## config.mk

```make
export PLATFORM = sky130hd
export DESIGN_NAME = pe_queue
export DESIGN_NICKNAME = d
export VERILOG_FILES = /design/src/rtl/pe_pkg.sv /design/src/rtl/pe_queue.sv
export SDC_FILE = /design/constraint.sdc
export NUM_CORES = 1
export LEC_CHECK = 0
export BUFFER_PORTS_ARGS = -buffer_cell sky130_fd_sc_hd__buf_2
export CELL_PAD_IN_SITES_DETAIL_PLACEMENT = 0
export CELL_PAD_IN_SITES_GLOBAL_PLACEMENT = 1
export CORE_MARGIN = 2
export CORE_UTILIZATION = 50
export CTS_BUF_LIST = sky130_fd_sc_hd__clkbuf_2 sky130_fd_sc_hd__clkbuf_4 sky130_fd_sc_hd__clkbuf_8
export DETAILED_ROUTE_END_ITERATION = 6
export PLACE_DENSITY = 0.86
export SYNTH_ARGS = -nofsm -noshare
export SYNTH_HDL_FRONTEND = slang
export SYNTH_SLANG_ARGS = --single-unit
```

## constraint.sdc

```tcl
create_clock -name clk_i -period 4.5 [get_ports clk_i]
set_input_delay 0.45 -clock clk_i [delete_from_list [all_inputs] [get_ports clk_i]]
set_output_delay 0.45 -clock clk_i [all_outputs]
set_load 0.1 [all_outputs]
```

## src/rtl/pe_pkg.sv

```systemverilog
package pe_pkg;

  localparam int VALUE_WIDTH   = 24;
  localparam int TIME_WIDTH    = 16;
  localparam int FRACTION_BITS = 16;

  // Normalized time and curve values lie in [0, 2^F] and need one extra bit.
  localparam int UW = FRACTION_BITS + 1;
  // Dividend of the time normalization: (t << F) + (d >> 1).
  localparam int NW = TIME_WIDTH + FRACTION_BITS + 1;
  // Signed product of the value span and the curve value.
  localparam int PW = VALUE_WIDTH + UW + 2;

  localparam int CFG_IDX_W  = 3;
  localparam int CFG_DATA_W = (VALUE_WIDTH > TIME_WIDTH) ? VALUE_WIDTH : TIME_WIDTH;

  localparam logic [UW-1:0] ONE_Q  = UW'(1) << FRACTION_BITS;
  localparam logic [UW-1:0] HALF_Q = UW'(1) << (FRACTION_BITS - 1);

  typedef enum logic [CFG_IDX_W-1:0] {
    REG_POWER     = 3'd0,
    REG_DIRECTION = 3'd1,
    REG_DURATION  = 3'd2,
    REG_START     = 3'd3,
    REG_END       = 3'd4
  } cfg_reg_e;

  typedef enum logic [1:0] {
    DIR_IN    = 2'd0,
    DIR_OUT   = 2'd1,
    DIR_INOUT = 2'd2
  } dir_e;

  typedef enum logic [1:0] {
    MODE_IN    = 2'd0,
    MODE_OUT   = 2'd1,
    MODE_IO_LO = 2'd2,
    MODE_IO_HI = 2'd3
  } mode_e;

  typedef struct packed {
    logic [2:0]             power;
    logic [1:0]             direction;
    logic [TIME_WIDTH-1:0]  duration;
    logic [VALUE_WIDTH-1:0] start_val;
    logic [VALUE_WIDTH-1:0] end_val;
  } cfg_t;

  typedef struct packed {
    logic          clamped;
    logic [UW-1:0] u;
  } item_t;

  function automatic logic [UW-1:0] q_mul(input logic [UW-1:0] a, input logic [UW-1:0] b);
    logic [2*UW-1:0] prod;
    prod = a * b + (2*UW)'(HALF_Q);
    return UW'(prod >> FRACTION_BITS);
  endfunction

endpackage

```

## src/rtl/pe_queue.sv

```systemverilog
module pe_queue (
  input  logic          clk_i,
  input  logic          rst_ni,
  input  logic          push_i,
  input  pe_pkg::item_t wdata_i,
  input  logic          pop_i,
  output pe_pkg::item_t rdata_o,
  output logic          full_o,
  output logic          empty_o
);

  localparam int DEPTH = 4;
  localparam int AW    = $clog2(DEPTH);

  pe_pkg::item_t mem_q [0:DEPTH-1];
  logic [AW-1:0] wptr_q, rptr_q;
  logic [AW:0]   cnt_q;

  assign full_o  = cnt_q == (AW+1)'(DEPTH);
  assign empty_o = cnt_q == '0;
  assign rdata_o = mem_q[rptr_q];

  always_ff @(posedge clk_i) begin
    if (push_i) begin
      mem_q[wptr_q] <= wdata_i;
    end
  end

  always_ff @(posedge clk_i or negedge rst_ni) begin
    if (!rst_ni) begin
      wptr_q <= '0;
      rptr_q <= '0;
      cnt_q  <= '0;
    end else begin
      if (push_i) begin
        wptr_q <= wptr_q + AW'(1);
      end
      if (pop_i) begin
        rptr_q <= rptr_q + AW'(1);
      end
      if (push_i && !pop_i) begin
        cnt_q <= cnt_q + (AW+1)'(1);
      end else if (pop_i && !push_i) begin
        cnt_q <= cnt_q - (AW+1)'(1);
      end
    end
  end

endmodule

```

# Yosys cells after proc, flatten, opt, wreduce, memory -nomap -nowiden
# Memories as Yosys holds them, arrays and structs flattened.
# Index checks and enable logic that the tools add are counted.
[op_classes] reduce_logical=6 shift=0 n_lt_le_gt_ge=0 addsub=4 n_bitwise=0 eq_ne=1 div_mod_pow=0 mux=4 mul=0
[ops] op="2-to-1 mux 3 bit" count=2
[ops] op="adder 2 x 1 -> 2 bit (second input constant)" count=2
[ops] op="adder 3 x 1 -> 3 bit (second input constant)" count=1
[ops] op="equality test 3 bit (second input constant)" count=1
[ops] op="zero test 3 bit" count=1
[ops] op="subtractor 3 x 1 -> 3 bit (second input constant)" count=1
[ops] op="logical AND 1 bit" count=2
[ops] op="zero test 1 bit" count=2
[ops] op="2-to-1 mux 1 bit" count=2
[ops] op="nonzero test 2 bit" count=1
[totals] latch_bits=0 out_inout_bits=20 ramBits=72 memories=1 elab_cells=19 mem_bits_ro=0 reg_bits=7
[mem_list] memory="mem_q" words=4 word_bits=18 read_ports=1 rd_ports_with_merged_regs=0 wr=1 line_no="pe_queue.sv:15" text="pe_pkg::item_t mem_q [0:DEPTH-1];"

# Depth between registers and ports, before layout
# Gate-level depths: netlist of the first run.
[depth] ltp_word=4 ltp_mapped=7

# Worst setup path after synthesis of the first run
# OpenSTA, ideal clock, no wires.
[synth_timing] kind="register to output" from="register cnt_q[0]" to="output port full_o" path_buffers=0 arrival_ns=2.653 stages_incl_launch_ff=2 required_time_ns=4.050 setup_slack_ns=1.397 cell_sequence="dfrtp_1 -> nor3b_1"
[synth_between] elab_chain_len=1
[synth_lines] element="from (decl)" line_no="pe_queue.sv:17" text="logic [AW:0] cnt_q;"
[synth_lines] element="from (signal assigned)" line_no="pe_queue.sv:42" text="cnt_q <= cnt_q + (AW+1)'(1);"
[synth_lines] element="from (signal assigned)" line_no="pe_queue.sv:44" text="cnt_q <= cnt_q - (AW+1)'(1);"
[synth_lines] element="equality test 3 bit" line_no="pe_queue.sv:19" text="assign full_o = cnt_q == (AW+1)'(DEPTH);"
[synth_lines] element="to (decl)" line_no="pe_queue.sv:8" text="output logic full_o,"
# Every way passes these cells.

==> impl_metrics.yaml, run 1 <==
status:
  run_status: "completed"
floorplanning:
  die_h_um: 81.4
  die_width_um: 81.4
  io-pin-count: 42
  die_area_um2: 6620
  rows: 28
  start_util: 0.512
  core_area_um2: 5850
critical_path:
  worstReg2RegStart: "wptr_q[1]$_DFFE_PN0P_"
  cpMaxStageDelayCell: "dfrtp_1"
  crit_path_max_fanout: 13
  path_cells: "buf_4, mux4_2, buf_2"
  cp-start-kind: "register"
  arrival_ps: 2190
  endpoint_kind: "primary output"
  crit_type: "register to primary output"
  cp_top_family: "buffers and inverters"
  reg2reg_to: "mem_q[1][16]$_DFFE_PP_"
  crit_start: "rptr_q[0]$_DFFE_PN0P_"
  rrSetupSlack_ps: 2690
  slowest_delay_ps: 630
  worstPathBufferInverterCount: 2
  worstRegToRegCells: 3
  worstPathRequired_ps: 4050
timing:
  period_share: 0.588
  tns_ps: 0
  worst_pin_slew_ps: 967
  rsz0062_at_grt: "false"
  hold_viol: 0
  setup_viol: 0
  slew_headroom: 0.355
  clock.fmax_mhz: 378
  finClkSkew_ps: 9.63
  drv_slew: 0
  fin_crit_ps: 2640
final_layout:
  fillCellCount: 421
  syn_to_final_growth_pct: 15.1
  fin_cells: 258
  finalInstanceArea_um2: 3450
  drive_gt1_frac: 0.421
  diodes: 0
  final_net_count: 206
worst_hold_path:
  hold_path_depth: 1
  hold_path_class: "input port to register"
  hold_start: "wdata_i[8]"
  min_to: "mem_q[0][8]$_DFFE_PP_"
synth:
  synth_edf_count: 72
  synthesis.nets: 156
  synth_top_cell_area_share: 0.722
  async_reset_ff_frac: 0.0886
  yosys-top-cells-area: "edfxtp_1 72%, mux4_2 14%, dfrtp_1 5.9%"
  syn_area_um2: 2990
  seq_area_frac_synth: 0.781
  synth.distinct_cells: 18
  ys_seq_elements: 79
  ys_warn_count: 0
  syn-instance-count: 128
  ys.flop_type: "edfxtp_1"
  syn-mean-instance-area_um2: 23.4
  synth_most_common_cell: "edfxtp_1"
  synth_top_area_cell: "edfxtp_1"
  synth_common_cells: "72 x edfxtp_1, 18 x mux4_2, 7 x dfrtp_1"
detailed_routing:
  drc: 0
  routed_wl_um: 4870
  routed_via_density: 5.37
  ant_nets: 0
  vias: 1386
  post_drt_wl_per_cell_um: 18.9
  dr.pass1.iters: 4
  drt_iter0_markers: 88
cts:
  clockBufferDepth: 2
  cts_sinks: 79
  htreeDepth: 3
  cts_resized: 0
  clk_latency_ps: 340
  cts_inserted_buffers: 9
  clkTransAtPathRegs_ps: 80
  cts_tree: "done"
  clock-root-buffer: "clkbuf_8"
placement:
  placed_area_um2: 3260
  placed_cells: 241
  place.port_buffers: 41
  post-dp-hpwl_um: 3170
  routabilityCongestion: 0.677
global_routing:
  grt_pass1_wl_um: 7310
  grt_max_degree: 20
  global_route.usage.total: 0.157
  grt-ovfl-total: 0
  antenna_found_initial: 0
  grt_pass1_vias: 1443
flow_run:
  drv_cap: 0
-- cell families (layout without fill, tap and decap cells) --
group	after synthesis	count (layout)	share of synthesized area
muxes	19	19	0.139
xor gates and xnor gates	6	6	0.0176
adders and majority gates	6	6	0.0276
and+or+nand+nor	9	9	0.0163
buffers and inverters	8	63	0.0167
DFF	79	79	0.781
AOI/OAI and AO/OA	1	1	0.00167
-- flip-flops by register name, indices dropped and copies added, names as in the netlist --
| name | cells |
|---|---|
| mem_q | 72 |
| rptr_q | 2 |
| wptr_q | 2 |
| cnt_q | 3 |
-- worst max-delay path by stage --
stage	end	slack (ps)	cells past startpoint
5_1_grt	rdata_o[7]	1720	3
4_1_cts	rdata_o[7]	1800	3
3_5_place_dp	rdata_o[7]	2170	3
3_3_place_gp	rdata_o[7]	2200	3
6_report	rdata_o[7]	1860	3
2_1_floorplan	full_o	1400	1
-- metal layers --
metal  vias up  global-route usage  routed length, um
li1        618                   -                  -
met1       731               0.190               2000
met2        26               0.266               2620
met3        11              0.0267                140
met4         0              0.0915                110
met5         -                   0                  0
-- metrics by stage --
stage	util	setup slack, ps	hold WS [ps]
2_1_floorplan	-	1400	154
3_3_place_gp	0.558	2200	291
3_5_place_dp	0.558	2170	300
4_1_cts	0.589	1800	317
5_1_grt	0.589	1720	317
6_report	0.589	1860	328
-- cell type report --
class / instances / area, um2 / share of cell area
sequential: 79 / 2340 / 0.678
timing repair buffer: 43 / 223 / 0.0646
multi-input combinational: 41 / 606 / 0.176
clock inverter: 2 / 10.0 / 0.00290
tap: 75 / 93.8 / 0.0272
inverter: 4 / 15.0 / 0.00436
clock buffer: 14 / 161 / 0.0468
-- timing repair --
item	4_1_cts	5_1_grt
hold buffers	1	0
setup buffers	0	0
endpoints found under the hold margin	7	0
-- cell usage in the layout, fill, tap and decap left out --
cell / n
edfxtp_1: 72
clkinv_2: 2
xnor2_1: 2
fa_1: 1
dlygate4sd3_1: 1
nor2_1: 1
and2_1: 4
nor3_1: 1
buf_4: 1
mux2_2: 1
clkbuf_4: 5
nand2_1: 2
xor2_1: 4
ha_1: 5
mux4_2: 18
dfrtp_1: 7
buf_2: 41
o21ai_0: 1
nor3b_1: 1
clkbuf_8: 9
inv_1: 4
Power of run 1 is left out: the tool's default activity adds up to more than one toggle a clock period on the data nets, which glitch-free logic cannot reach.
==> inputs of run 2 (changes only) <==
clock period = 2.5 ns   (was 4.5 ns; I/O delays follow)
==> impl_metrics.yaml, run 2 (synthesis gave the netlist of run 1 again) <==
detailed_routing:
  wl_met2_um: 2650
  met1_length_um: 1860
  dr.pass1.iters: 4
  route.met3.wl_um: 212
  highest_layer: "met4"
  post_drt_wl_per_cell_um: 18.7
  routed_via_density: 5.34
  routed_wl_um: 4890
  ant_nets: 0
  drc: 0
  vias: 1395
  drt_iter0_markers: 81
critical_path:
  arrival_ps: 1900
  cp_top_family: "buffers and inverters"
  cpMaxStageDelayCell: "mux4_2"
  path_cells: "buf_12, mux4_2, buf_2"
  crit_path_max_fanout: 17
  worstPathBufferInverterCount: 2
  endpoint_kind: "primary output"
  slowest_delay_ps: 520
  cp-start-kind: "register"
  crit_type: "register to primary output"
  worstPathRequired_ps: 2250
final_layout:
  reg.largest.list: "mem_q (72), cnt_q (3)"
  fillCellCount: 430
  final_net_count: 211
  syn_to_final_growth_pct: 17.3
  final_common_cell: "edfxtp_1"
  layout_common_cells: "72 x edfxtp_1, 41 x buf_2, 18 x mux4_2"
  largest_reg_flops: 72
  drive_gt1_frac: 0.435
  regMostFlops: "mem_q"
  diodes: 0
global_routing:
  global_route.usage.total: 0.172
  antenna_found_initial: 0
  grt-ovfl-total: 0
  grt_max_degree: 18
  grt_pass1_wl_um: 7760
  grt_pass1_vias: 1537
floorplanning:
  die_area_um2: 6620
  rows: 28
  die_width_um: 81.4
  core_area_um2: 5850
  die_h_um: 81.4
  start_util: 0.512
  io-pin-count: 42
timing:
  period_share: 0.861
  finClkSkew_ps: 6.41
  drv_slew: 0
  hold_viol: 0
  worst_pin_slew_ps: 615
  rsz0062_at_grt: "false"
  setup_viol: 0
  tns_ps: 0
  clock.fmax_mhz: 465
  fin_crit_ps: 2150
  slew_headroom: 0.590
cts:
  clkTransAtPathRegs_ps: 70
  htreeDepth: 3
  clk_latency_ps: 330
  cts_sinks: 79
  clockBufferDepth: 2
  cts_tree: "done"
  cts_resized: 0
  clock-root-buffer: "clkbuf_8"
  cts_setup_buffers: 0
  cts_inserted_buffers: 9
  ctsHoldBuffers: 1
placement:
  post-dp-hpwl_um: 3410
  place.port_buffers: 41
  routabilityCongestion: 0.686
status:
  run_status: "completed"
flow_run:
  drv_cap: 0
worst_hold_path:
  hold_path_class: "input port to register"
run 2: layout make-up:
| type | count | area [um2] | area share |
|---|---|---|---|
| Multi-Input combinational cell | 41 | 616 | 0.175 |
| Clock inverter | 5 | 51.3 | 0.0146 |
| Sequential cell | 79 | 2340 | 0.666 |
| Timing Repair Buffer | 48 | 273 | 0.0777 |
| Clock buffer | 9 | 124 | 0.0353 |
| Tap cell | 75 | 93.8 | 0.0267 |
| Inverter | 4 | 15.0 | 0.00428 |
run 2: worst paths after layout:
path | startpoint | to | slack [ps] | depth (start not counted)
max | rptr_q[0]$_DFFE_PN0P_ | rdata_o[5] | 350 | 3
min | wdata_i[6] | mem_q[1][6]$_DFFE_PP_ | 120 | 1
max reg2reg | wptr_q[0]$_DFFE_PN0P_ | mem_q[0][7]$_DFFE_PP_ | 760 | 4
min reg2reg | wptr_q[0]$_DFFE_PN0P_ | wptr_q[0]$_DFFE_PN0P_ | 540 | 1
max in group asynchronous | rst_ni | rptr_q[0]$_DFFE_PN0P_ | 2070 | 2
min in group asynchronous | rst_ni | cnt_q[1]$_DFFE_PN0P_ | 270 | 2
run 2: metal layers:
layer  vias up  global-route usage
li1        621                   -
met1       718               0.197
met2        40               0.278
met3        16              0.0689
met4         0              0.0915
met5         -                   0
run 2: metrics by stage:
stage	instance area [um2]	utilization	instances	setup slack (ps)	hold slack, ps
after floorplan	3000	-	128	573	-45.6
after global placement	3320	0.568	246	712	88.6
after detailed placement	3320	0.568	246	680	91.8
after CTS	3510	0.600	261	297	105
after global routing	3510	0.600	261	263	96.8
final	3510	0.600	261	348	125
Power of run 2 is left out for the same reason.
