==> src/rtl/pe_pkg.sv <==
package pe_pkg;

  localparam int VALUE_WIDTH   = 24;
  localparam int TIME_WIDTH    = 16;
  localparam int FRACTION_BITS = 16;

  // Normalized time and curve values lie in [0, 2^F] and need one extra bit.
  localparam int UW = FRACTION_BITS + 1;
  // Dividend of the time normalization: (t << F) + (d >> 1).
  localparam int NW = TIME_WIDTH + FRACTION_BITS + 1;
  // Signed product of the value span and the curve value.
  localparam int PW = VALUE_WIDTH + UW + 2;

  localparam int CFG_IDX_W  = 3;
  localparam int CFG_DATA_W = (VALUE_WIDTH > TIME_WIDTH) ? VALUE_WIDTH : TIME_WIDTH;

  localparam logic [UW-1:0] ONE_Q  = UW'(1) << FRACTION_BITS;
  localparam logic [UW-1:0] HALF_Q = UW'(1) << (FRACTION_BITS - 1);

  typedef enum logic [CFG_IDX_W-1:0] {
    REG_POWER     = 3'd0,
    REG_DIRECTION = 3'd1,
    REG_DURATION  = 3'd2,
    REG_START     = 3'd3,
    REG_END       = 3'd4
  } cfg_reg_e;

  typedef enum logic [1:0] {
    DIR_IN    = 2'd0,
    DIR_OUT   = 2'd1,
    DIR_INOUT = 2'd2
  } dir_e;

  typedef enum logic [1:0] {
    MODE_IN    = 2'd0,
    MODE_OUT   = 2'd1,
    MODE_IO_LO = 2'd2,
    MODE_IO_HI = 2'd3
  } mode_e;

  typedef struct packed {
    logic [2:0]             power;
    logic [1:0]             direction;
    logic [TIME_WIDTH-1:0]  duration;
    logic [VALUE_WIDTH-1:0] start_val;
    logic [VALUE_WIDTH-1:0] end_val;
  } cfg_t;

  typedef struct packed {
    logic          clamped;
    logic [UW-1:0] u;
  } item_t;

  function automatic logic [UW-1:0] q_mul(input logic [UW-1:0] a, input logic [UW-1:0] b);
    logic [2*UW-1:0] prod;
    prod = a * b + (2*UW)'(HALF_Q);
    return UW'(prod >> FRACTION_BITS);
  endfunction

endpackage

==> src/rtl/pe_back.sv <==
module pe_back (
  input  logic                           clk_i,
  input  logic                           rst_ni,
  input  logic                           en_i,
  input  logic                           take_i,
  input  pe_pkg::item_t                  item_i,
  input  pe_pkg::cfg_t                   cfg_i,
  output logic                           valid_o,
  output logic [pe_pkg::VALUE_WIDTH-1:0] eased_value_o,
  output logic                           time_clamped_o
);

  localparam int UW = pe_pkg::UW;
  localparam int VW = pe_pkg::VALUE_WIDTH;
  localparam int PW = pe_pkg::PW;
  localparam int F  = pe_pkg::FRACTION_BITS;
  localparam int MS = 4;

  logic [2:0]       pw;
  pe_pkg::mode_e    mode_d;
  logic [UW-1:0]    x_d;
  logic [UW:0]      half_r;
  logic [UW-1:0]    f_d;
  logic [PW-1:0]    prod_d;
  logic [PW-1:0]    q_shift;

  logic             mv_q   [0:MS];
  logic             mcl_q  [0:MS];
  pe_pkg::mode_e    mmode_q[0:MS];
  logic [UW-1:0]    mx_q   [0:MS];
  logic [UW-1:0]    mr_q   [0:MS];

  logic             fv_q, fcl_q;
  logic [UW-1:0]    f_q;
  logic [VW:0]      delta_q;
  logic             pv_q, pcl_q;
  logic [PW-1:0]    prod_q;
  logic             ov_q, ocl_q;
  logic [VW-1:0]    oval_q;

  always_comb begin
    if (cfg_i.power < 3'd2) begin
      pw = 3'd2;
    end else if (cfg_i.power > 3'd5) begin
      pw = 3'd5;
    end else begin
      pw = cfg_i.power;
    end

    case (cfg_i.direction)
      pe_pkg::DIR_IN: begin
        mode_d = pe_pkg::MODE_IN;
        x_d    = item_i.u;
      end
      pe_pkg::DIR_OUT: begin
        mode_d = pe_pkg::MODE_OUT;
        x_d    = pe_pkg::ONE_Q - item_i.u;
      end
      default: begin
        if (item_i.u < pe_pkg::HALF_Q) begin
          mode_d = pe_pkg::MODE_IO_LO;
          x_d    = item_i.u << 1;
        end else begin
          mode_d = pe_pkg::MODE_IO_HI;
          x_d    = (pe_pkg::ONE_Q - item_i.u) << 1;
        end
      end
    endcase

    half_r = ({1'b0, mr_q[MS]} + (UW+1)'(1)) >> 1;
    case (mmode_q[MS])
      pe_pkg::MODE_IN:    f_d = mr_q[MS];
      pe_pkg::MODE_OUT:   f_d = pe_pkg::ONE_Q - mr_q[MS];
      pe_pkg::MODE_IO_LO: f_d = half_r[UW-1:0];
      default:            f_d = pe_pkg::ONE_Q - half_r[UW-1:0];
    endcase

    prod_d  = $signed(PW'($signed(delta_q))) * $signed(PW'({1'b0, f_q}))
              + PW'(pe_pkg::HALF_Q);
    q_shift = $signed(prod_q) >>> F;
  end

  always_ff @(posedge clk_i or negedge rst_ni) begin
    if (!rst_ni) begin
      mv_q[0] <= 1'b0;
      fv_q    <= 1'b0;
      pv_q    <= 1'b0;
      ov_q    <= 1'b0;
    end else if (en_i) begin
      mv_q[0] <= take_i;
      fv_q    <= mv_q[MS];
      pv_q    <= fv_q;
      ov_q    <= pv_q;
    end
  end

  always_ff @(posedge clk_i) begin
    if (en_i) begin
      mcl_q[0]   <= item_i.clamped;
      mmode_q[0] <= mode_d;
      mx_q[0]    <= x_d;
      mr_q[0]    <= x_d;
      fcl_q      <= mcl_q[MS];
      f_q        <= f_d;
      delta_q    <= {cfg_i.end_val[VW-1], cfg_i.end_val}
                    - {cfg_i.start_val[VW-1], cfg_i.start_val};
      pcl_q      <= fcl_q;
      prod_q     <= prod_d;
      ocl_q      <= pcl_q;
      oval_q     <= cfg_i.start_val + q_shift[VW-1:0];
    end
  end

  for (genvar i = 1; i <= MS; i++) begin : g_mul
    always_ff @(posedge clk_i or negedge rst_ni) begin
      if (!rst_ni) begin
        mv_q[i] <= 1'b0;
      end else if (en_i) begin
        mv_q[i] <= mv_q[i-1];
      end
    end

    always_ff @(posedge clk_i) begin
      if (en_i) begin
        mcl_q[i]   <= mcl_q[i-1];
        mmode_q[i] <= mmode_q[i-1];
        mx_q[i]    <= mx_q[i-1];
        mr_q[i]    <= (3'(i) < pw) ? pe_pkg::q_mul(mr_q[i-1], mx_q[i-1]) : mr_q[i-1];
      end
    end
  end

  assign valid_o        = ov_q;
  assign eased_value_o  = oval_q;
  assign time_clamped_o = ocl_q;

endmodule

==> config.mk <==
export PLATFORM = sky130hd
export DESIGN_NAME = pe_back
export DESIGN_NICKNAME = d
export VERILOG_FILES = /design/src/rtl/pe_pkg.sv /design/src/rtl/pe_back.sv
export SDC_FILE = /design/constraint.sdc
export NUM_CORES = 2
export LEC_CHECK = 0
export ABC_CLOCK_PERIOD_IN_PS = 8900
export BUFFER_PORTS_ARGS = -buffer_cell sky130_fd_sc_hd__buf_2
export CORE_ASPECT_RATIO = 1.25
export CORE_MARGIN = 2
export CORE_UTILIZATION = 55
export DETAILED_ROUTE_END_ITERATION = 6
export PLACE_DENSITY = 0.77
export SYNTH_ARGS = -nofsm -noshare
export SYNTH_HDL_FRONTEND = slang
export SYNTH_SLANG_ARGS = --single-unit
==> constraint.sdc <==
create_clock -name clk_i -period 8.9 [get_ports clk_i]
set_input_delay 1.335 -clock clk_i [delete_from_list [all_inputs] [get_ports clk_i]]
set_output_delay 1.335 -clock clk_i [all_outputs]
set_load 0.1 [all_outputs]
**Word level (Yosys, flattened, before mapping)**

Memory sizes are Yosys's and may differ from the RTL's. A register that Yosys moved wholly into a read port is not among the register bits.
Index checks and enable logic that the tools add are counted.

- Add/subtract/negate cells: 11
- $mul: 5
- $lt $le $gt $ge: 7
- Equality and inequality tests: 3
- Mux-type cells: 13
- Reductions and logical operators: 2

Operators by type and width:

| cell | number |
|---|---|
| $add A33 B16 Y33 const B | 4 |
| $mul A17 B17 Y33 | 4 |
| $mux W17 | 5 |
| $pmux W17 S3 | 1 |
| $sub A17 B17 Y17 const A | 3 |
| $add A40 B16 Y40 const B | 1 |
| $mul A25 B18 Y40 | 1 |
| $pmux W17 S2 | 1 |
| $sub A24 B24 Y25 | 1 |
| $add A24 B24 Y24 | 1 |
| $add A17 B1 Y18 const B | 1 |
| $lt A17 B16 Y1 const B | 1 |
| $lt A2 B3 Y1 const A | 2 |
| $mux W3 | 2 |
| $eq A2 B1 Y1 const B | 2 |
| $logic_not A2 Y1 | 2 |
| $pmux W2 S2 | 1 |
| $gt A3 B3 Y1 const B | 1 |
| $lt A1 B3 Y1 const A | 1 |
| $lt A3 B2 Y1 const B | 1 |
| $lt A3 B3 Y1 const A | 1 |
| $mux W1 | 3 |
| $eq A2 B2 Y1 const B | 1 |

- Register bits: 116
- Bits in writable memories: 185
- Memories: 4

Memory list:

| name | words | width | rd ports | clocked after Yosys merged registers in | write ports | RTL line | RTL |
|---|---|---|---|---|---|---|---|
| mr_q | 5 | 17 | 5 | 0 | 5 | pe_back.sv:31 | `logic [UW-1:0] mr_q [0:MS];` |
| mx_q | 5 | 17 | 4 | 0 | 5 | pe_back.sv:30 | `logic [UW-1:0] mx_q [0:MS];` |
| mmode_q | 5 | 2 | 5 | 0 | 5 | pe_back.sv:29 | `pe_pkg::mode_e mmode_q[0:MS];` |
| mcl_q | 5 | 1 | 5 | 1 | 5 | pe_back.sv:28 | `logic mcl_q [0:MS];` |

**Longest topological paths before layout**

- Depth after elaboration: 5
- Mapped depth: 25
- Depth with buffers taken out: 25

**Worst setup path before layout**

No wires, ideal clock.

- Path type: reg-to-reg
- From: memory mx_q[0][5] in the netlist's numbering
- To: memory mr_q[1][16] in the netlist's numbering, data pin
- Setup time: 0.260 ns
- Arrival time: 6.340 ns
- Data required time: 8.640 ns
- Setup slack: 2.300 ns
- Cell stages (with the launch flop): 25
- Period minus slack after synthesis: 6.600 ns
- Path through: edfxtp_1 clkbuf_1 nand2_1 inv_1 fa_1 inv_1 fa_1 fa_1 inv_1 fa_1 fa_1 inv_1 fa_1 inv_1 ha_1 a21oi_1 nor2_1 or3_1 a41o_1 a221oi_2 a21oi_2 or4_1 a31o_2 a21oi_2 xnor2_1

RTL lines:

| item | RTL line |
|---|---|
| start: declaration | pe_back.sv:30 |
| end: declaration | pe_back.sv:31 |

**Worst setup path after layout**

- From: register f_q[4]
- To: register prod_q[38], data pin

- Cells in the longest elaborated chain, start to end: 2

RTL lines:

| item | RTL line | RTL |
|---|---|---|
| start: declaration | pe_back.sv:34 | `logic [UW-1:0] f_q;` |
| start signal: assignment | pe_back.sv:104 | `f_q <= f_d;` |
| $mul A25 B18 Y40 | pe_back.sv:78 | `prod_d = $signed(PW'($signed(delta_q))) * $signed(PW'({1'b0, f_q}))` |
| $add A40 B16 Y40 | pe_back.sv:79 | `+ PW'(pe_pkg::HALF_Q);` |
| net prod_d[38] | pe_back.sv:24 | `logic [PW-1:0] prod_d;` |
| end signal: assignment | pe_back.sv:108 | `prod_q <= prod_d;` |
| end: declaration | pe_back.sv:37 | `logic [PW-1:0] prod_q;` |

The timed path passes the listed nets, and every way through them passes these cells.
A chain may end at the register's enable or synchronous reset.

==> impl_metrics.ini <==
[outcome]
status = complete, but fails checks
violations = DRC

[setup_path]
worst-path-buf-inv = 4
crit_slowest_cell = edfxtp_1
crit_required_ns = 9.21
reg2reg_slack_ns = 1.47
crit_family = adder cells
slowest_delay_ns = 0.81
end_kind = flop
worst_path_most_repeated_cell = fa_1
critPathKind = flop to flop
cp_max_fo = 13
cp-start-kind = flop
path_cells = buf_4 -> nand2_1 -> fa_1 -> fa_1 -> fa_1 -> inv_1 -> fa_1 -> fa_1 -> inv_1 -> fa_1 -> inv_1 -> ha_1 -> nand3_1 -> nor2_1 -> nand3_1 -> o21ai_0 -> a21oi_1 -> a21oi_1 -> o21ai_0 -> o21ai_0 -> a21oi_1 -> xnor2_1
arrival_ns = 7.74

[global_route]
met3_usage_pct = 4.175
grt_overflow = 0
grt_first_pass_wirelength_mm = 238.3
antenna_found_initial = 9
grtUsageMet1_pct = 30.57
grt_pass1_vias = 48543
grt_max_degree = 124
met2_usage_pct = 47.46
top_usage_layer = met2
gr-usage-all-layers_pct = 26.28

[logic_synthesis]
synth_ff_type = edfxtp_1
synth_most_common_cell = inv_1
ys_types = 68
syn_area_um2 = 61450
synthTopCellsByCount = 1585 x inv_1, 1259 x fa_1, 855 x nand2_1
synth_seq_cells = 252
synthesis.nets = 8452
synth_cells = 6485
synthTopCellsByArea = fa_1 41%, ha_1 13%, edfxtp_1 12%
yosys_warnings = 0
synth.top_cell.area_share_pct = 41.01
ys_seq_area_share_pct = 12.25
async_flop_share_pct = 3.175
synth_area_leader_cell = fa_1
avgSynthCellArea_um2 = 9.476
synth-edff-count = 244

[flow_run]
drv_cap = 0

[sta]
finClkSkew_ns = 0.03513
worst_slew_pin_slew_ns = 1.227
max_freq_ghz = 0.1346
holdWs_ns = 0.4163
relSlewSlack_pct = 17.30
period_minus_slack_ns = 7.430
setup_viol = 0
rsz0062_at_grt = no
finalCritPeriodShare_pct = 83.48
drv_slew = 0
hold_viol = 0
fin_setup_tns_ns = 0

[detailed_routing]
via_count = 43389
avgViaCountPerCell = 5.481
wl_per_cell_um = 17.93
wirelength_mm = 141.9
drc = 8
first_pass_iters = 7
drt_iter0_markers = 2575
ant_nets = 0

[clock_network]
cts_hold_buffers = 0
htreeDepth = 2
cts_buffer_depth = 3
root_buffer = clkbuf_16
worstSkewPairLatency_ns = 0.58
post-cts-setup-buffer-count = 0
tritoncts = built
cts_buffers = 36
cts.clk_slew.worst_paths_ns = 0.06
clock_sinks = 252
ctsResizeCount = 0

[final_layout]
drive_gt1_share_pct = 3.748
multi_input_area_um2 = 47140
nFillCells = 9257
final_cell_area_um2 = 64440
nNetsFinal = 8396
utilization_pct = 57.93
area_growth_pct = 4.866
regArea_um2 = 7527

[floorplan]
io_pins = 117
coreArea_um2 = 111200
die_x_um = 303.0
die_y_um = 377.7
dieArea_um2 = 114400
placementRows = 137
start_util_pct = 55.24

[place]
port_buffers = 100
hpwl_mm = 111.5
placed_area_um2 = 63180
place.gp.congestion = 0.9200

[min_path]
hp-class = flop to flop
[stage by stage]
step                      cells  worst slack [ns]
after floorplan            6485             2.300
after global placement     7850             1.739
after detailed placement   7850             1.623
after CTS                  7915             1.589
after global routing       7915             1.107
final                      7916             1.470
[cell type report]
cell class              instances  area share [%]
inverters                    1585           9.232
repair buffers                130           1.142
clock inverters                25          0.4912
clock buffers                  40           1.470
well taps                    1459           2.833
multi-input cells            4424           73.15
flip-flops and latches        252           11.68
diodes                          1        0.003883
[final timing paths]
path	start	depth (start not counted)	end
max	f_q[4]$_DFFE_PP_	22	prod_q[38]$_DFFE_PP_
min in group asynchronous	rst_ni	1	valid_o$_DFFE_PN0P_
min	mmode_q[0][5]$_DFFE_PP_	0	mmode_q[0][7]$_DFFE_PP_
max reg2reg	f_q[4]$_DFFE_PP_	22	prod_q[38]$_DFFE_PP_
max in group asynchronous	rst_ni	1	mv_q[4]$_DFFE_PN0P_
min reg2reg	mmode_q[0][5]$_DFFE_PP_	0	mmode_q[0][7]$_DFFE_PP_
[cell families (layout without fill, tap and decap cells)]
family	after synthesis	in the layout	synth area share (%)
AO/OA/AOI/OAI	463	463	4.764
XOR/XNOR	206	206	2.936
adder cells (fa/ha/maj)	1876	1876	53.58
buffers and inverters	1809	1780	11.06
flip-flops	252	252	12.25
multiplexers	31	31	0.5538
other	0	1	0
AND/OR/NAND/NOR	1848	1848	14.87
[flip-flops by register name, indices dropped and copies added (netlist names), 5 cells and up]
name	cells
mmode_q	10
delta_q	25
mr_q	68
prod_q	24
mcl_q	5
mx_q	68
eased_value_o	24
f_q	17
mv_q	5
[metal layers]
layer  part of all wire, %  routed length (um)
met5                 0.041                  58
met4                   4.9                6950
met3                   6.7                9515
met2                    52               73310
met1                    37               52110
[layout by cell type, fill, tap and decap left out, types with 50 or more instances in the layout]
cell / instances
xor2_1: 50
fa_1: 1259
inv_1: 1585
edfxtp_1: 244
and2_1: 705
xnor2_1: 156
ha_1: 617
o21ai_0: 106
a21o_1: 56
nor2_1: 111
a21oi_1: 140
nand2_1: 855
buf_2: 99
Power is left out: the tool's default activity adds up to more than one toggle a clock period on the data nets, which glitch-free logic cannot reach.
