`config.mk`:
```
export PLATFORM = sky130hd
export DESIGN_NAME = pe_front
export DESIGN_NICKNAME = d
export VERILOG_FILES = /design/src/rtl/pe_pkg.sv /design/src/rtl/pe_front.sv
export SDC_FILE = /design/constraint.sdc
export NUM_CORES = 1
export LEC_CHECK = 0
export ABC_AREA = 1
export BUFFER_PORTS_ARGS = -buffer_cell sky130_fd_sc_hd__buf_2
export CORE_MARGIN = 1
export CORE_UTILIZATION = 45
export DETAILED_ROUTE_END_ITERATION = 16
export HOLD_SLACK_MARGIN = 0.08
export SYNTH_ARGS = -nofsm -noshare
export SYNTH_HDL_FRONTEND = slang
export SYNTH_SLANG_ARGS = --single-unit
export TNS_END_PERCENT = 20
```
`constraint.sdc`:
```
create_clock -name clk_i -period 2.6 [get_ports clk_i]
set_input_delay 0.39 -clock clk_i [delete_from_list [all_inputs] [get_ports clk_i]]
set_output_delay 0.39 -clock clk_i [all_outputs]
set_load 0.005 [all_outputs]
```
`src/rtl/pe_pkg.sv`:
```
package pe_pkg;

  localparam int VALUE_WIDTH   = 24;
  localparam int TIME_WIDTH    = 16;
  localparam int FRACTION_BITS = 16;

  // Normalized time and curve values lie in [0, 2^F] and need one extra bit.
  localparam int UW = FRACTION_BITS + 1;
  // Dividend of the time normalization: (t << F) + (d >> 1).
  localparam int NW = TIME_WIDTH + FRACTION_BITS + 1;
  // Signed product of the value span and the curve value.
  localparam int PW = VALUE_WIDTH + UW + 2;

  localparam int CFG_IDX_W  = 3;
  localparam int CFG_DATA_W = (VALUE_WIDTH > TIME_WIDTH) ? VALUE_WIDTH : TIME_WIDTH;

  localparam logic [UW-1:0] ONE_Q  = UW'(1) << FRACTION_BITS;
  localparam logic [UW-1:0] HALF_Q = UW'(1) << (FRACTION_BITS - 1);

  typedef enum logic [CFG_IDX_W-1:0] {
    REG_POWER     = 3'd0,
    REG_DIRECTION = 3'd1,
    REG_DURATION  = 3'd2,
    REG_START     = 3'd3,
    REG_END       = 3'd4
  } cfg_reg_e;

  typedef enum logic [1:0] {
    DIR_IN    = 2'd0,
    DIR_OUT   = 2'd1,
    DIR_INOUT = 2'd2
  } dir_e;

  typedef enum logic [1:0] {
    MODE_IN    = 2'd0,
    MODE_OUT   = 2'd1,
    MODE_IO_LO = 2'd2,
    MODE_IO_HI = 2'd3
  } mode_e;

  typedef struct packed {
    logic [2:0]             power;
    logic [1:0]             direction;
    logic [TIME_WIDTH-1:0]  duration;
    logic [VALUE_WIDTH-1:0] start_val;
    logic [VALUE_WIDTH-1:0] end_val;
  } cfg_t;

  typedef struct packed {
    logic          clamped;
    logic [UW-1:0] u;
  } item_t;

  function automatic logic [UW-1:0] q_mul(input logic [UW-1:0] a, input logic [UW-1:0] b);
    logic [2*UW-1:0] prod;
    prod = a * b + (2*UW)'(HALF_Q);
    return UW'(prod >> FRACTION_BITS);
  endfunction

endpackage

```
`src/rtl/pe_front.sv`:
```
module pe_front (
  input  logic                          clk_i,
  input  logic                          rst_ni,
  input  logic                          en_i,
  input  logic                          in_take_i,
  input  logic [pe_pkg::TIME_WIDTH-1:0] elapsed_ticks_i,
  input  logic [pe_pkg::TIME_WIDTH-1:0] duration_i,
  output logic                          valid_o,
  output pe_pkg::item_t                 item_o
);

  localparam int TW = pe_pkg::TIME_WIDTH;
  localparam int UW = pe_pkg::UW;
  localparam int NW = pe_pkg::NW;
  localparam int F  = pe_pkg::FRACTION_BITS;

  logic [TW-1:0] dur;
  logic [TW-1:0] t_clamp;
  logic          over;
  logic [NW-1:0] dividend;

  logic          v_q   [0:UW];
  logic          cl_q  [0:UW];
  logic [TW-1:0] rem_q [0:UW];
  logic [UW-1:0] sh_q  [0:UW];

  always_comb begin
    dur      = (duration_i == '0) ? TW'(1) : duration_i;
    over     = elapsed_ticks_i > dur;
    t_clamp  = over ? dur : elapsed_ticks_i;
    dividend = {1'b0, t_clamp, {F{1'b0}}} + NW'(dur >> 1);
  end

  always_ff @(posedge clk_i or negedge rst_ni) begin
    if (!rst_ni) begin
      v_q[0] <= 1'b0;
    end else if (en_i) begin
      v_q[0] <= in_take_i;
    end
  end

  always_ff @(posedge clk_i) begin
    if (en_i) begin
      cl_q[0]  <= over;
      rem_q[0] <= dividend[NW-1:UW];
      sh_q[0]  <= dividend[UW-1:0];
    end
  end

  for (genvar k = 0; k < UW; k++) begin : g_div
    logic [TW:0]   rs;
    logic          ge;
    logic [TW:0]   diff;

    always_comb begin
      rs   = {rem_q[k], sh_q[k][UW-1]};
      ge   = rs >= {1'b0, dur};
      diff = rs - {1'b0, dur};
    end

    always_ff @(posedge clk_i or negedge rst_ni) begin
      if (!rst_ni) begin
        v_q[k+1] <= 1'b0;
      end else if (en_i) begin
        v_q[k+1] <= v_q[k];
      end
    end

    always_ff @(posedge clk_i) begin
      if (en_i) begin
        cl_q[k+1]  <= cl_q[k];
        rem_q[k+1] <= ge ? diff[TW-1:0] : rs[TW-1:0];
        sh_q[k+1]  <= {sh_q[k][UW-2:0], ge};
      end
    end
  end

  assign valid_o        = v_q[UW];
  assign item_o.clamped = cl_q[UW];
  assign item_o.u       = sh_q[UW];

endmodule

```
==> Word-level counts from Yosys, hierarchy flattened <==
Memory sizes are Yosys's and may differ from the RTL's.
Index checks and enable logic that the tools add are counted.
{ "word_totals": {"ff_bits": 18, "n_memories": 3, "output_inout_bits": 19, "in_bits": 36, "mem_bits_rw": 612} }
{ "mem_list": {"columns": ["name", "words", "width", "read_ports", "rd_ports_with_merged_regs", "write_ports", "line", "rtl"], "rows": [
  ["sh_q", 18, 17, 18, 0, 18, "pe_front.sv:25", "logic [UW-1:0] sh_q [0:UW];"],
  ["rem_q", 18, 16, 17, 0, 18, "pe_front.sv:24", "logic [TW-1:0] rem_q [0:UW];"],
  ["cl_q", 18, 1, 18, 0, 18, "pe_front.sv:23", "logic cl_q [0:UW];"]
]} }
{ "op_classes": {"n_mux": 21, "n_reduce_logical": 1, "n_lt_le_gt_ge": 18, "n_addsub": 18} }
{ "ops": {"columns": ["op", "n"], "rows": [
  ["16-bit 2-to-1 mux", 19],
  ["17-bit by 16-bit >= comparator with 1-bit output", 17],
  ["16-bit subtractor", 17],
  ["32-bit by 15-bit adder with 33-bit output", 1],
  ["16-bit > comparator", 1],
  ["16-bit zero test", 1],
  ["1-bit 2-to-1 mux", 2]
]} }

==> Depth between registers and ports, before layout <==
Gate-level depths: netlist of the first run.
{ "depth": {"ltp_word": 5, "depth_mapped": 18, "ltp_nobuf": 17} }

==> Worst setup path after synthesis of the first run <==
OpenSTA, ideal clock, no wires.
{ "synth_timing": {"kind": "input -> register", "startpoint": "input duration_i[1] (netlist bit)", "endpoint": "memory rem_q[1][14] (netlist bit) (data pin)", "setup_slack_ns": -0.081, "stages": 12, "n_path_buf": 1, "t_arrival_ns": 2.427, "path_cell_list": "clkbuf_1 -> fa_1 -> inv_1 -> nand2_1 -> nand3_1 -> nand3_1 -> nand2_1 -> nand3_1 -> nand2_1 -> xor2_1 -> nand2_1 -> nand2_1"} }
{ "synth_lines": {"columns": ["item", "line", "rtl"], "rows": [
  ["from (decl)", "pe_front.sv:7", "input logic [pe_pkg::TIME_WIDTH-1:0] duration_i,"],
  ["to (decl)", "pe_front.sv:24", null]
]} }

==> flow_summary.html, run 1 <==
<table>
<tr><th>Metric</th><th>Value</th></tr>
<tr><th colspan="2">Route</th></tr>
<tr><td>Remaining routing DRC violations</td><td>0</td></tr>
<tr><td>Vias</td><td>27669</td></tr>
<tr><td>Detailed-route wire length</td><td>91590 µm</td></tr>
<tr><td>Wire per inst</td><td>17.14 µm</td></tr>
<tr><td>Drt first pass iters</td><td>6</td></tr>
<tr><td>Iter 0 DRT Violations</td><td>1849</td></tr>
<tr><td>Ratio of routed vias to standard cells</td><td>5.177</td></tr>
<tr><td>Number of antenna-violating nets in the routed design</td><td>0</td></tr>
<tr><th colspan="2">Critical path</th></tr>
<tr><td>Required time reported for the critical path endpoint</td><td>2.96 ns</td></tr>
<tr><td>Peak fanout along the critical path</td><td>14</td></tr>
<tr><td>Worst Path Buf+Inv</td><td>9</td></tr>
<tr><td>Crit-path slowest cell</td><td>sky130_fd_sc_hd__dlygate4sd3_1</td></tr>
<tr><td>Crit-path leading delay family</td><td>buffers and inverters</td></tr>
<tr><td>R2r endpoint</td><td>rem_q[14][13]</td></tr>
<tr><td>Data arrival at the endpoint of the critical path</td><td>2.92 ns</td></tr>
<tr><td>Worst Reg-to-Reg Cells</td><td>12</td></tr>
<tr><td>Crit-path most repeated cell</td><td>sky130_fd_sc_hd__buf_4</td></tr>
<tr><td>Chain of cells forming the critical path</td><td>buf_2 -&gt; dlygate4sd3_1 -&gt; buf_4 -&gt; inv_2 -&gt; buf_12 -&gt; buf_6 -&gt; buf_4 -&gt; ha_4 -&gt; nand2_2 -&gt; nor3_2 -&gt; nand2_1 -&gt; a21oi_2 -&gt; nor3_2 -&gt; buf_4 -&gt; buf_6 -&gt; nand3_1 -&gt; nand2_1</td></tr>
<tr><td>Critical path class</td><td>input port to flop</td></tr>
<tr><td>Highest cell delay on the worst timing path</td><td>0.54 ns</td></tr>
<tr><td>Type of element capturing the critical path</td><td>flop</td></tr>
<tr><td>Worst setup slack for register-to-register paths</td><td>0.28 ns</td></tr>
<tr><td>Kind of launch point of the worst setup path</td><td>input port</td></tr>
<tr><td>RR Startpoint</td><td>rem_q[13][12]</td></tr>
<tr><th colspan="2">Die</th></tr>
<tr><td>Die height</td><td>285.1 µm</td></tr>
<tr><td>Top-level I/O count</td><td>55</td></tr>
<tr><td>Row cnt</td><td>103</td></tr>
<tr><td>Area enclosed by the die boundary</td><td>81260 µm²</td></tr>
<tr><td>Effective utilization at floorplan</td><td>0.4557</td></tr>
<tr><td>Core Footprint</td><td>79130 µm²</td></tr>
<tr><td>Width of the die</td><td>285.1 µm</td></tr>
<tr><th colspan="2">Power</th></tr>
<tr><td>Total power density per cell area</td><td>1168 nW/µm²</td></tr>
<tr><td>Power after layout</td><td>0.05246 W</td></tr>
<tr><td>Leakage power figure</td><td>19.79 nW</td></tr>
<tr><td>Max IR drop VDD</td><td>0.6776 mV</td></tr>
<tr><th colspan="2">Finish</th></tr>
<tr><td>Share of the core filled with cells in the final layout</td><td>0.5676</td></tr>
<tr><td>Antenna diode instance count</td><td>0</td></tr>
<tr><td>Number of nets in the finished design</td><td>4582</td></tr>
<tr><td>Area Growth Syn to Fin</td><td>24.56%</td></tr>
<tr><td>Proportion of layout cells with a drive suffix above 1</td><td>0.2170</td></tr>
<tr><td>Post-Layout Cell Count</td><td>5345</td></tr>
<tr><th colspan="2">Clocking</th></tr>
<tr><td>H-Tree Depth</td><td>3</td></tr>
<tr><td>Clk sink count</td><td>611</td></tr>
<tr><td>Max clock buf depth</td><td>3</td></tr>
<tr><td>CTS tree</td><td>done</td></tr>
<tr><td>Root buf cell</td><td>sky130_fd_sc_hd__clkbuf_16</td></tr>
<tr><td>Insertion delay of the later-clocked pin in the worst-skew pair</td><td>0.63 ns</td></tr>
<tr><td>Clk slew on worst S/H paths</td><td>0.06 ns</td></tr>
<tr><td>Cts bufs inserted</td><td>69</td></tr>
<tr><th colspan="2">STA</th></tr>
<tr><td>RSZ-0062 raised after global routing</td><td>true</td></tr>
<tr><td>Final count of hold timing violations</td><td>0</td></tr>
<tr><td>Highest clock rate</td><td>390.7 MHz</td></tr>
<tr><td>Relative slew slack</td><td>0.5949</td></tr>
<tr><td>Setup violation total in the final timing report</td><td>0</td></tr>
<tr><td>Final Cycle Share</td><td>0.9844</td></tr>
<tr><td>Hold WS</td><td>0.1181 ns</td></tr>
<tr><td>Slew at the pin closest to its max-slew limit</td><td>0.6029 ns</td></tr>
<tr><td>Worst setup margin</td><td>0.04048 ns</td></tr>
<tr><td>Post-route minimum period</td><td>2.560 ns</td></tr>
<tr><td>Clock Skew</td><td>0.03760 ns</td></tr>
<tr><td>Pins over their slew limit</td><td>0</td></tr>
<tr><th colspan="2">Placed design</th></tr>
<tr><td>Placer's final routability congestion estimate</td><td>0.9530</td></tr>
<tr><td># port buffers</td><td>54</td></tr>
<tr><td>Cells after DPL</td><td>5164</td></tr>
<tr><td>Estimated wirelength of the detail-placed design</td><td>66510 µm</td></tr>
<tr><td>Worst Setup Slack post-DPL</td><td>-0.7735 ns</td></tr>
<tr><th colspan="2">Logic synthesis</th></tr>
<tr><td>Number of distinct library cell variants in the gate-level netlist after synthesis</td><td>56</td></tr>
<tr><td>Average footprint of a synthesized cell</td><td>9.947 µm²</td></tr>
<tr><td>Cell accounting for the most synthesized area</td><td>sky130_fd_sc_hd__edfxtp_1</td></tr>
<tr><td>Most frequently used flop master after synthesis</td><td>sky130_fd_sc_hd__edfxtp_1</td></tr>
<tr><td>Main area contributors after synthesis</td><td>sky130_fd_sc_hd__edfxtp_1 (49%), sky130_fd_sc_hd__ha_1 (10%), sky130_fd_sc_hd__nand2_1 (9.8%)</td></tr>
<tr><td>Synthesized netlist net count</td><td>3965</td></tr>
<tr><td>Sequential area share after synthesis</td><td>0.5064</td></tr>
<tr><td>Count of state elements after synthesis</td><td>611</td></tr>
<tr><td>Total standard cell area after synthesis</td><td>36060 µm²</td></tr>
<tr><td>Cell count after synthesis</td><td>3625</td></tr>
<tr><td>Count of flip-flops with a built-in enable after synthesis</td><td>593</td></tr>
<tr><td>Top cells by instance count after synthesis</td><td>sky130_fd_sc_hd__nand2_1 (942), sky130_fd_sc_hd__edfxtp_1 (593), sky130_fd_sc_hd__nand3_1 (365)</td></tr>
<tr><td>Yosys Warn Count</td><td>0</td></tr>
<tr><td>Most numerous cell in the Yosys netlist</td><td>sky130_fd_sc_hd__nand2_1</td></tr>
<tr><td>Share of Yosys cell area claimed by the top area cell type</td><td>0.4939</td></tr>
<tr><td>Share of flip-flops with an asynchronous set or reset</td><td>0.02946</td></tr>
<tr><th colspan="2">Min path</th></tr>
<tr><td>Startpoint of the worst hold path</td><td>duration_i[9]</td></tr>
<tr><td>Depth of the worst hold-timing path</td><td>2</td></tr>
<tr><td>Worst Hold Endpoint</td><td>sh_q[0][8]</td></tr>
<tr><td>Class of the most critical hold timing path</td><td>input port to flop</td></tr>
<tr><th colspan="2">GRT</th></tr>
<tr><td>Number of global-route vias before repair</td><td>27018</td></tr>
<tr><td>Largest net degree at the start of global routing</td><td>89</td></tr>
<tr><td>Sum of overflow across all layers after global routing</td><td>0</td></tr>
<tr><td>Global-route wire length before repair</td><td>142200 µm</td></tr>
<tr><td>Global-route usage over all layers</td><td>0.2212</td></tr>
<tr><td>Initial antenna violation count</td><td>2</td></tr>
<tr><th colspan="2">Job</th></tr>
<tr><td>Reported max-cap violation count</td><td>0</td></tr>
<tr><th colspan="2">Status</th></tr>
<tr><td>Outcome</td><td>finished clean</td></tr>
</table>
[state kept, by name, summed over array words and instances (netlist names)]
name / cells
v_q: 17
cl_q: 18
sh_q: 304
valid_o: 1
rem_q: 271
[layer usage]
metal,share of wire,vias up,global-route usage
li1,-,13977,-
met1,0.45,12910,0.2914
met4,0.037,0,0.08489
met3,0.049,169,0.03120
met2,0.47,613,0.3690
met5,0,-,0
[metrics by stage]
stage          TNS [ns]  instance area, µm²
2_1_floorplan         0               36060
3_3_place_gp    -182.32               41490
3_5_place_dp    -181.63               41490
4_1_cts               0               44020
5_1_grt         -0.6939               44910
6_report              0               44910
[cell type report]
| type | count | area, µm² |
|---|---|---|
| multi-input cells | 2657 | 16750 |
| clock buffers | 85 | 1808 |
| clock inverters | 39 | 445.4 |
| flip-flops and latches | 611 | 18260 |
| repair buffers | 610 | 5221 |
| inverters | 293 | 1117 |
| fillers | 6964 | 34220 |
| well taps | 1050 | 1314 |
[layout by cell type, fill, tap and decap left out, types with 17 or more instances in the layout]
master	instances
sky130_fd_sc_hd__a21o_1	22
sky130_fd_sc_hd__a21oi_1	195
sky130_fd_sc_hd__a21oi_2	34
sky130_fd_sc_hd__a31oi_1	32
sky130_fd_sc_hd__buf_12	44
sky130_fd_sc_hd__buf_2	53
sky130_fd_sc_hd__buf_4	464
sky130_fd_sc_hd__clkbuf_16	74
sky130_fd_sc_hd__dfrtp_1	18
sky130_fd_sc_hd__dlygate4sd3_1	24
sky130_fd_sc_hd__edfxtp_1	593
sky130_fd_sc_hd__ha_1	263
sky130_fd_sc_hd__ha_4	20
sky130_fd_sc_hd__inv_1	265
sky130_fd_sc_hd__inv_2	22
sky130_fd_sc_hd__nand2_1	938
sky130_fd_sc_hd__nand2_2	45
sky130_fd_sc_hd__nand2_4	23
sky130_fd_sc_hd__nand3_1	362
sky130_fd_sc_hd__nand3b_1	52
sky130_fd_sc_hd__nand4_1	23
sky130_fd_sc_hd__nor2_1	143
sky130_fd_sc_hd__nor3_1	25
sky130_fd_sc_hd__nor3_2	17
sky130_fd_sc_hd__o21a_1	28
sky130_fd_sc_hd__o21ai_0	134
sky130_fd_sc_hd__xnor2_1	81
sky130_fd_sc_hd__xor2_1	79
[worst max-delay path by stage]
stage / startpoint / to / slack [ns] / depth (start not counted)
CTS: duration_i[7] / rem_q[10][13] / 0.006 / 16
global route: duration_i[13] / rem_q[10][14] / -0.06 / 15
finish: duration_i[13] / rem_q[10][13] / 0.04 / 17
detailed placement: duration_i[8] / rem_q[11][9] / -0.77 / 19
floorplan: duration_i[10] / rem_q[4][12] / 0.04 / 16
global placement: duration_i[8] / rem_q[11][9] / -0.78 / 19
[repair_timing]
action,CTS,global route
hold endpoints to repair,45,1
pin swaps,0,19
hold buffers,28,1
buffers inserted,0,20
cloned,0,10
setup endpoints to repair,123,261
resized for setup,1,112
[power breakdown]
group,internal [W],total [W],leakage [nW],switching [W]
logic,0.0119,0.0264,12.7,0.0144
clock network,0.00554,0.00967,1.07,0.00413
registers,0.0147,0.0164,6.02,0.00174
[cells by family (layout without fill, tap and decap cells)]
group,Yosys count,after routing,synth area share
and+or+nand+nor,1654,1660,0.2086
DFF,611,611,0.5064
AOI/OAI and AO/OA,531,531,0.09289
buffers and inverters,363,1027,0.04390
adders and majority gates,304,304,0.1088
xor gates and xnor gates,160,160,0.03886
muxes,2,2,0.0006246
No activity file was read; power rests on OpenSTA's default activity.
==> run 2: changes to the inputs <==
==> constraint.sdc (replaced) <==
create_clock -name clk_i -period 2.14 [get_ports clk_i]
set_input_delay 0.107 -clock clk_i [delete_from_list [all_inputs] [get_ports clk_i]]
set_output_delay 0.107 -clock clk_i [all_outputs]
set_load 0.005 [all_outputs]
==> flow_summary.html, run 2 (synthesis results as in run 1) <==
<table>
<tr><th>Metric</th><th>Value</th></tr>
<tr><th colspan="2">STA</th></tr>
<tr><td>Slew at the pin closest to its max-slew limit</td><td>0.8006 ns (+0.1976 ns)</td></tr>
<tr><td>Highest clock rate</td><td>445.7 MHz</td></tr>
<tr><td>Hold WS</td><td>0.2348 ns (+0.1166 ns)</td></tr>
<tr><td>Relative slew slack</td><td>0.4645 (-0.1304)</td></tr>
<tr><td>Setup violation total in the final timing report</td><td>58 (+58)</td></tr>
<tr><td>Total Neg Setup Slack</td><td>-2.229 ns (-2.229 ns)</td></tr>
<tr><td>Final count of hold timing violations</td><td>0 (unchanged)</td></tr>
<tr><td>RSZ-0062 raised after global routing</td><td>true</td></tr>
<tr><td>Clock Skew</td><td>0.02076 ns (-0.01684 ns)</td></tr>
<tr><td>Post-route minimum period</td><td>2.244 ns</td></tr>
<tr><td>Worst setup margin</td><td>-0.1039 ns (-0.1444 ns)</td></tr>
<tr><td>Final Cycle Share</td><td>1.049</td></tr>
<tr><td>Pins over their slew limit</td><td>0 (unchanged)</td></tr>
<tr><th colspan="2">Route</th></tr>
<tr><td>Remaining routing DRC violations</td><td>0 (unchanged)</td></tr>
<tr><td>Drt first pass iters</td><td>7 (+1)</td></tr>
<tr><td>Ratio of routed vias to standard cells</td><td>5.176 (about the same)</td></tr>
<tr><td>Iter 0 DRT Violations</td><td>1736 (-6.1%)</td></tr>
<tr><td>Wire per inst</td><td>17.51 µm (+2.2%)</td></tr>
<tr><td>Number of antenna-violating nets in the routed design</td><td>0 (unchanged)</td></tr>
<tr><td>Vias</td><td>29568 (+6.9%)</td></tr>
<tr><td>Detailed-route wire length</td><td>100000 µm (+9.2%)</td></tr>
<tr><th colspan="2">Finish</th></tr>
<tr><td>Largest registers</td><td>sh_q x304, rem_q x271, cl_q x18</td></tr>
<tr><td>Most flop-heavy register</td><td>sh_q</td></tr>
<tr><td>Area Growth Syn to Fin</td><td>38.77%</td></tr>
<tr><td>Number of nets in the finished design</td><td>4942 (+7.9%)</td></tr>
<tr><td>Filler cells</td><td>6346 (-8.9%)</td></tr>
<tr><td>Most frequent standard cell in the layout excluding fill and tap cells</td><td>sky130_fd_sc_hd__nand2_1</td></tr>
<tr><td>Commonest non-fill, non-tap cells in the layout</td><td>sky130_fd_sc_hd__nand2_1 (889), sky130_fd_sc_hd__buf_4 (777), sky130_fd_sc_hd__edfxtp_1 (593), sky130_fd_sc_hd__nand3_1 (320), sky130_fd_sc_hd__inv_1 (264)</td></tr>
<tr><td>Post-Layout Cell Count</td><td>5712 (+6.9%)</td></tr>
<tr><td>Proportion of layout cells with a drive suffix above 1</td><td>0.3268 (+0.1098)</td></tr>
<tr><td>Share of the core filled with cells in the final layout</td><td>0.6324 (+0.06478)</td></tr>
<tr><td>Largest register FFs</td><td>304 (unchanged)</td></tr>
<tr><th colspan="2">Critical path</th></tr>
<tr><td>Worst Path Buf+Inv</td><td>3 (-6)</td></tr>
<tr><td>Required time reported for the critical path endpoint</td><td>2.51 ns (-0.45 ns)</td></tr>
<tr><td>Crit-path most repeated cell</td><td>sky130_fd_sc_hd__nand2_1</td></tr>
<tr><td>Data arrival at the endpoint of the critical path</td><td>2.61 ns (-0.31 ns)</td></tr>
<tr><td>Critical path class</td><td>flop to flop</td></tr>
<tr><td>Chain of cells forming the critical path</td><td>ha_4 -&gt; nand2_2 -&gt; inv_2 -&gt; nand3_2 -&gt; nor3_2 -&gt; nand2_1 -&gt; a21oi_2 -&gt; nor3_4 -&gt; buf_4 -&gt; buf_2 -&gt; nand3_1 -&gt; nand2_1</td></tr>
<tr><td>Highest cell delay on the worst timing path</td><td>0.44 ns (-0.10 ns)</td></tr>
<tr><td>Crit-path leading delay family</td><td>simple AND/OR/NAND/NOR gates</td></tr>
<tr><td>Kind of launch point of the worst setup path</td><td>flop</td></tr>
<tr><td>Crit-path slowest cell</td><td>sky130_fd_sc_hd__edfxtp_1</td></tr>
<tr><td>Peak fanout along the critical path</td><td>7 (-7)</td></tr>
<tr><td>Type of element capturing the critical path</td><td>flop</td></tr>
<tr><th colspan="2">Clocking</th></tr>
<tr><td>Root buf cell</td><td>sky130_fd_sc_hd__clkbuf_16</td></tr>
<tr><td>Insertion delay of the later-clocked pin in the worst-skew pair</td><td>0.63 ns (about the same)</td></tr>
<tr><td>Max clock buf depth</td><td>3 (unchanged)</td></tr>
<tr><td>H-Tree Depth</td><td>3 (unchanged)</td></tr>
<tr><td>Clk sink count</td><td>611 (unchanged)</td></tr>
<tr><td>Clk slew on worst S/H paths</td><td>0.06 ns (about the same)</td></tr>
<tr><td>CTS tree</td><td>done</td></tr>
<tr><td>Cts bufs inserted</td><td>72 (+4.3%)</td></tr>
<tr><th colspan="2">Power</th></tr>
<tr><td>Max IR drop VDD</td><td>0.7539 mV (+11%)</td></tr>
<tr><td>Power after layout</td><td>0.07232 W (+38%)</td></tr>
<tr><td>Leakage power figure</td><td>21.90 nW (+11%)</td></tr>
<tr><td>Total power density per cell area</td><td>1445 nW/µm² (+24%)</td></tr>
<tr><th colspan="2">Die</th></tr>
<tr><td>Effective utilization at floorplan</td><td>0.4557 (unchanged)</td></tr>
<tr><td>Core Footprint</td><td>79130 µm² (unchanged)</td></tr>
<tr><td>Width of the die</td><td>285.1 µm (unchanged)</td></tr>
<tr><td>Row cnt</td><td>103 (unchanged)</td></tr>
<tr><td>Top-level I/O count</td><td>55 (unchanged)</td></tr>
<tr><td>Die height</td><td>285.1 µm (unchanged)</td></tr>
<tr><td>Area enclosed by the die boundary</td><td>81260 µm² (unchanged)</td></tr>
<tr><th colspan="2">GRT</th></tr>
<tr><td>Number of global-route vias before repair</td><td>28170 (+4.3%)</td></tr>
<tr><td>Global-route wire length before repair</td><td>149600 µm (+5.2%)</td></tr>
<tr><td>Largest net degree at the start of global routing</td><td>98 (+10%)</td></tr>
<tr><td>Sum of overflow across all layers after global routing</td><td>0 (unchanged)</td></tr>
<tr><td>Initial antenna violation count</td><td>1 (-1)</td></tr>
<tr><td>Global-route usage over all layers</td><td>0.2320 (+0.01074)</td></tr>
<tr><th colspan="2">Placed design</th></tr>
<tr><td>Estimated wirelength of the detail-placed design</td><td>68370 µm (+2.8%)</td></tr>
<tr><td># port buffers</td><td>54 (unchanged)</td></tr>
<tr><td>Cells after DPL</td><td>5389 (+4.4%)</td></tr>
<tr><td>Placer's final routability congestion estimate</td><td>0.8943 (-6.2%)</td></tr>
<tr><th colspan="2">Status</th></tr>
<tr><td>Outcome</td><td>complete, but fails checks</td></tr>
<tr><td>Violated checks</td><td>negative setup slack</td></tr>
<tr><th colspan="2">Job</th></tr>
<tr><td>Reported max-cap violation count</td><td>0 (unchanged)</td></tr>
<tr><th colspan="2">Min path</th></tr>
<tr><td>Class of the most critical hold timing path</td><td>input port to flop</td></tr>
</table>
run 2: cell types whose count changed in the layout (fill, tap and decap cells not counted), moves of 38 or more:
cell                      before  now
sky130_fd_sc_hd__nand2_2      45   84
sky130_fd_sc_hd__nand3_1     362  320
sky130_fd_sc_hd__ha_1        263  170
sky130_fd_sc_hd__ha_4         20  112
sky130_fd_sc_hd__buf_4       464  777
sky130_fd_sc_hd__nand2_1     938  889
sky130_fd_sc_hd__nand3_2       5   43
run 2: cell type report:
cell class | instances | area (µm²) | share of cell area
Clock inverter | 44 | 573.1 | 0.01145
Tap cell | 1050 | 1314 | 0.02626
Timing Repair Buffer | 959 | 8133 | 0.1625
Multi-Input combinational cell | 2665 | 18760 | 0.3748
Clock buffer | 89 | 1887 | 0.03771
Inverter | 293 | 1115 | 0.02228
Sequential cell | 611 | 18260 | 0.3649
Antenna cell | 1 | 2.502 | 0.00005001
run 2: timing repair:
item	CTS	global route
cloned	1	21
hold buffers	34	0
pin swaps	19	154
hold endpoints to repair	145	0
endpoints found under the setup margin	182	281
setup buffers	15	121
resized for setup	88	347
run 2: per-stage QoR:
stage / setup WS (ns) / cell area, µm²
after floorplan: -0.05814 / 36060
after global placement: -0.5890 / 43270
after detailed placement: -0.6075 / 43270
after CTS: -0.1109 / 46690
after global routing: -0.1742 / 50040
final: -0.1039 / 50040
run 2: final timing paths:
kind / from / end / slack [ns] / depth (start not counted)
worst max-delay path: rem_q[5][5] / rem_q[6][3] / -0.10 / 12
worst min-delay path: in_take_i / v_q[17] / 0.23 / 4
min in group asynchronous: rst_ni / v_q[7] / 0.65 / 3
max in group asynchronous: rst_ni / v_q[11] / 1.00 / 3
worst min register to register: sh_q[7][9] / sh_q[8][10] / 0.40 / 0
worst max register to register: rem_q[5][5] / rem_q[6][3] / -0.10 / 12
run 2: report_power, final:
group          leakage [nW]  internal [W]  switching, W
registers              6.02        0.0178       0.00231
logic                  14.7        0.0193        0.0200
clock network          1.19       0.00777       0.00505
run 2: metal layers:
layer  part of all wire  track usage  vias to the layer above
met2               0.48       0.3958                      672
met5                  0            0                        -
li1                   -            -                    14696
met1               0.44       0.3077                    13987
met3              0.042      0.02416                      213
met4              0.037      0.07848                        0
run 2: worst reg2reg max path, cell delays in order, from the launching register on:
cell,delay (ns)
sky130_fd_sc_hd__edfxtp_1,0.44
sky130_fd_sc_hd__ha_4,0.32
sky130_fd_sc_hd__nand2_2,0.06
sky130_fd_sc_hd__inv_2,0.06
sky130_fd_sc_hd__nand3_2,0.07
sky130_fd_sc_hd__nor3_2,0.18
sky130_fd_sc_hd__nand2_1,0.11
sky130_fd_sc_hd__a21oi_2,0.20
sky130_fd_sc_hd__nor3_4,0.08
sky130_fd_sc_hd__buf_4,0.16
sky130_fd_sc_hd__buf_2,0.18
sky130_fd_sc_hd__nand3_1,0.09
sky130_fd_sc_hd__nand2_1,0.05
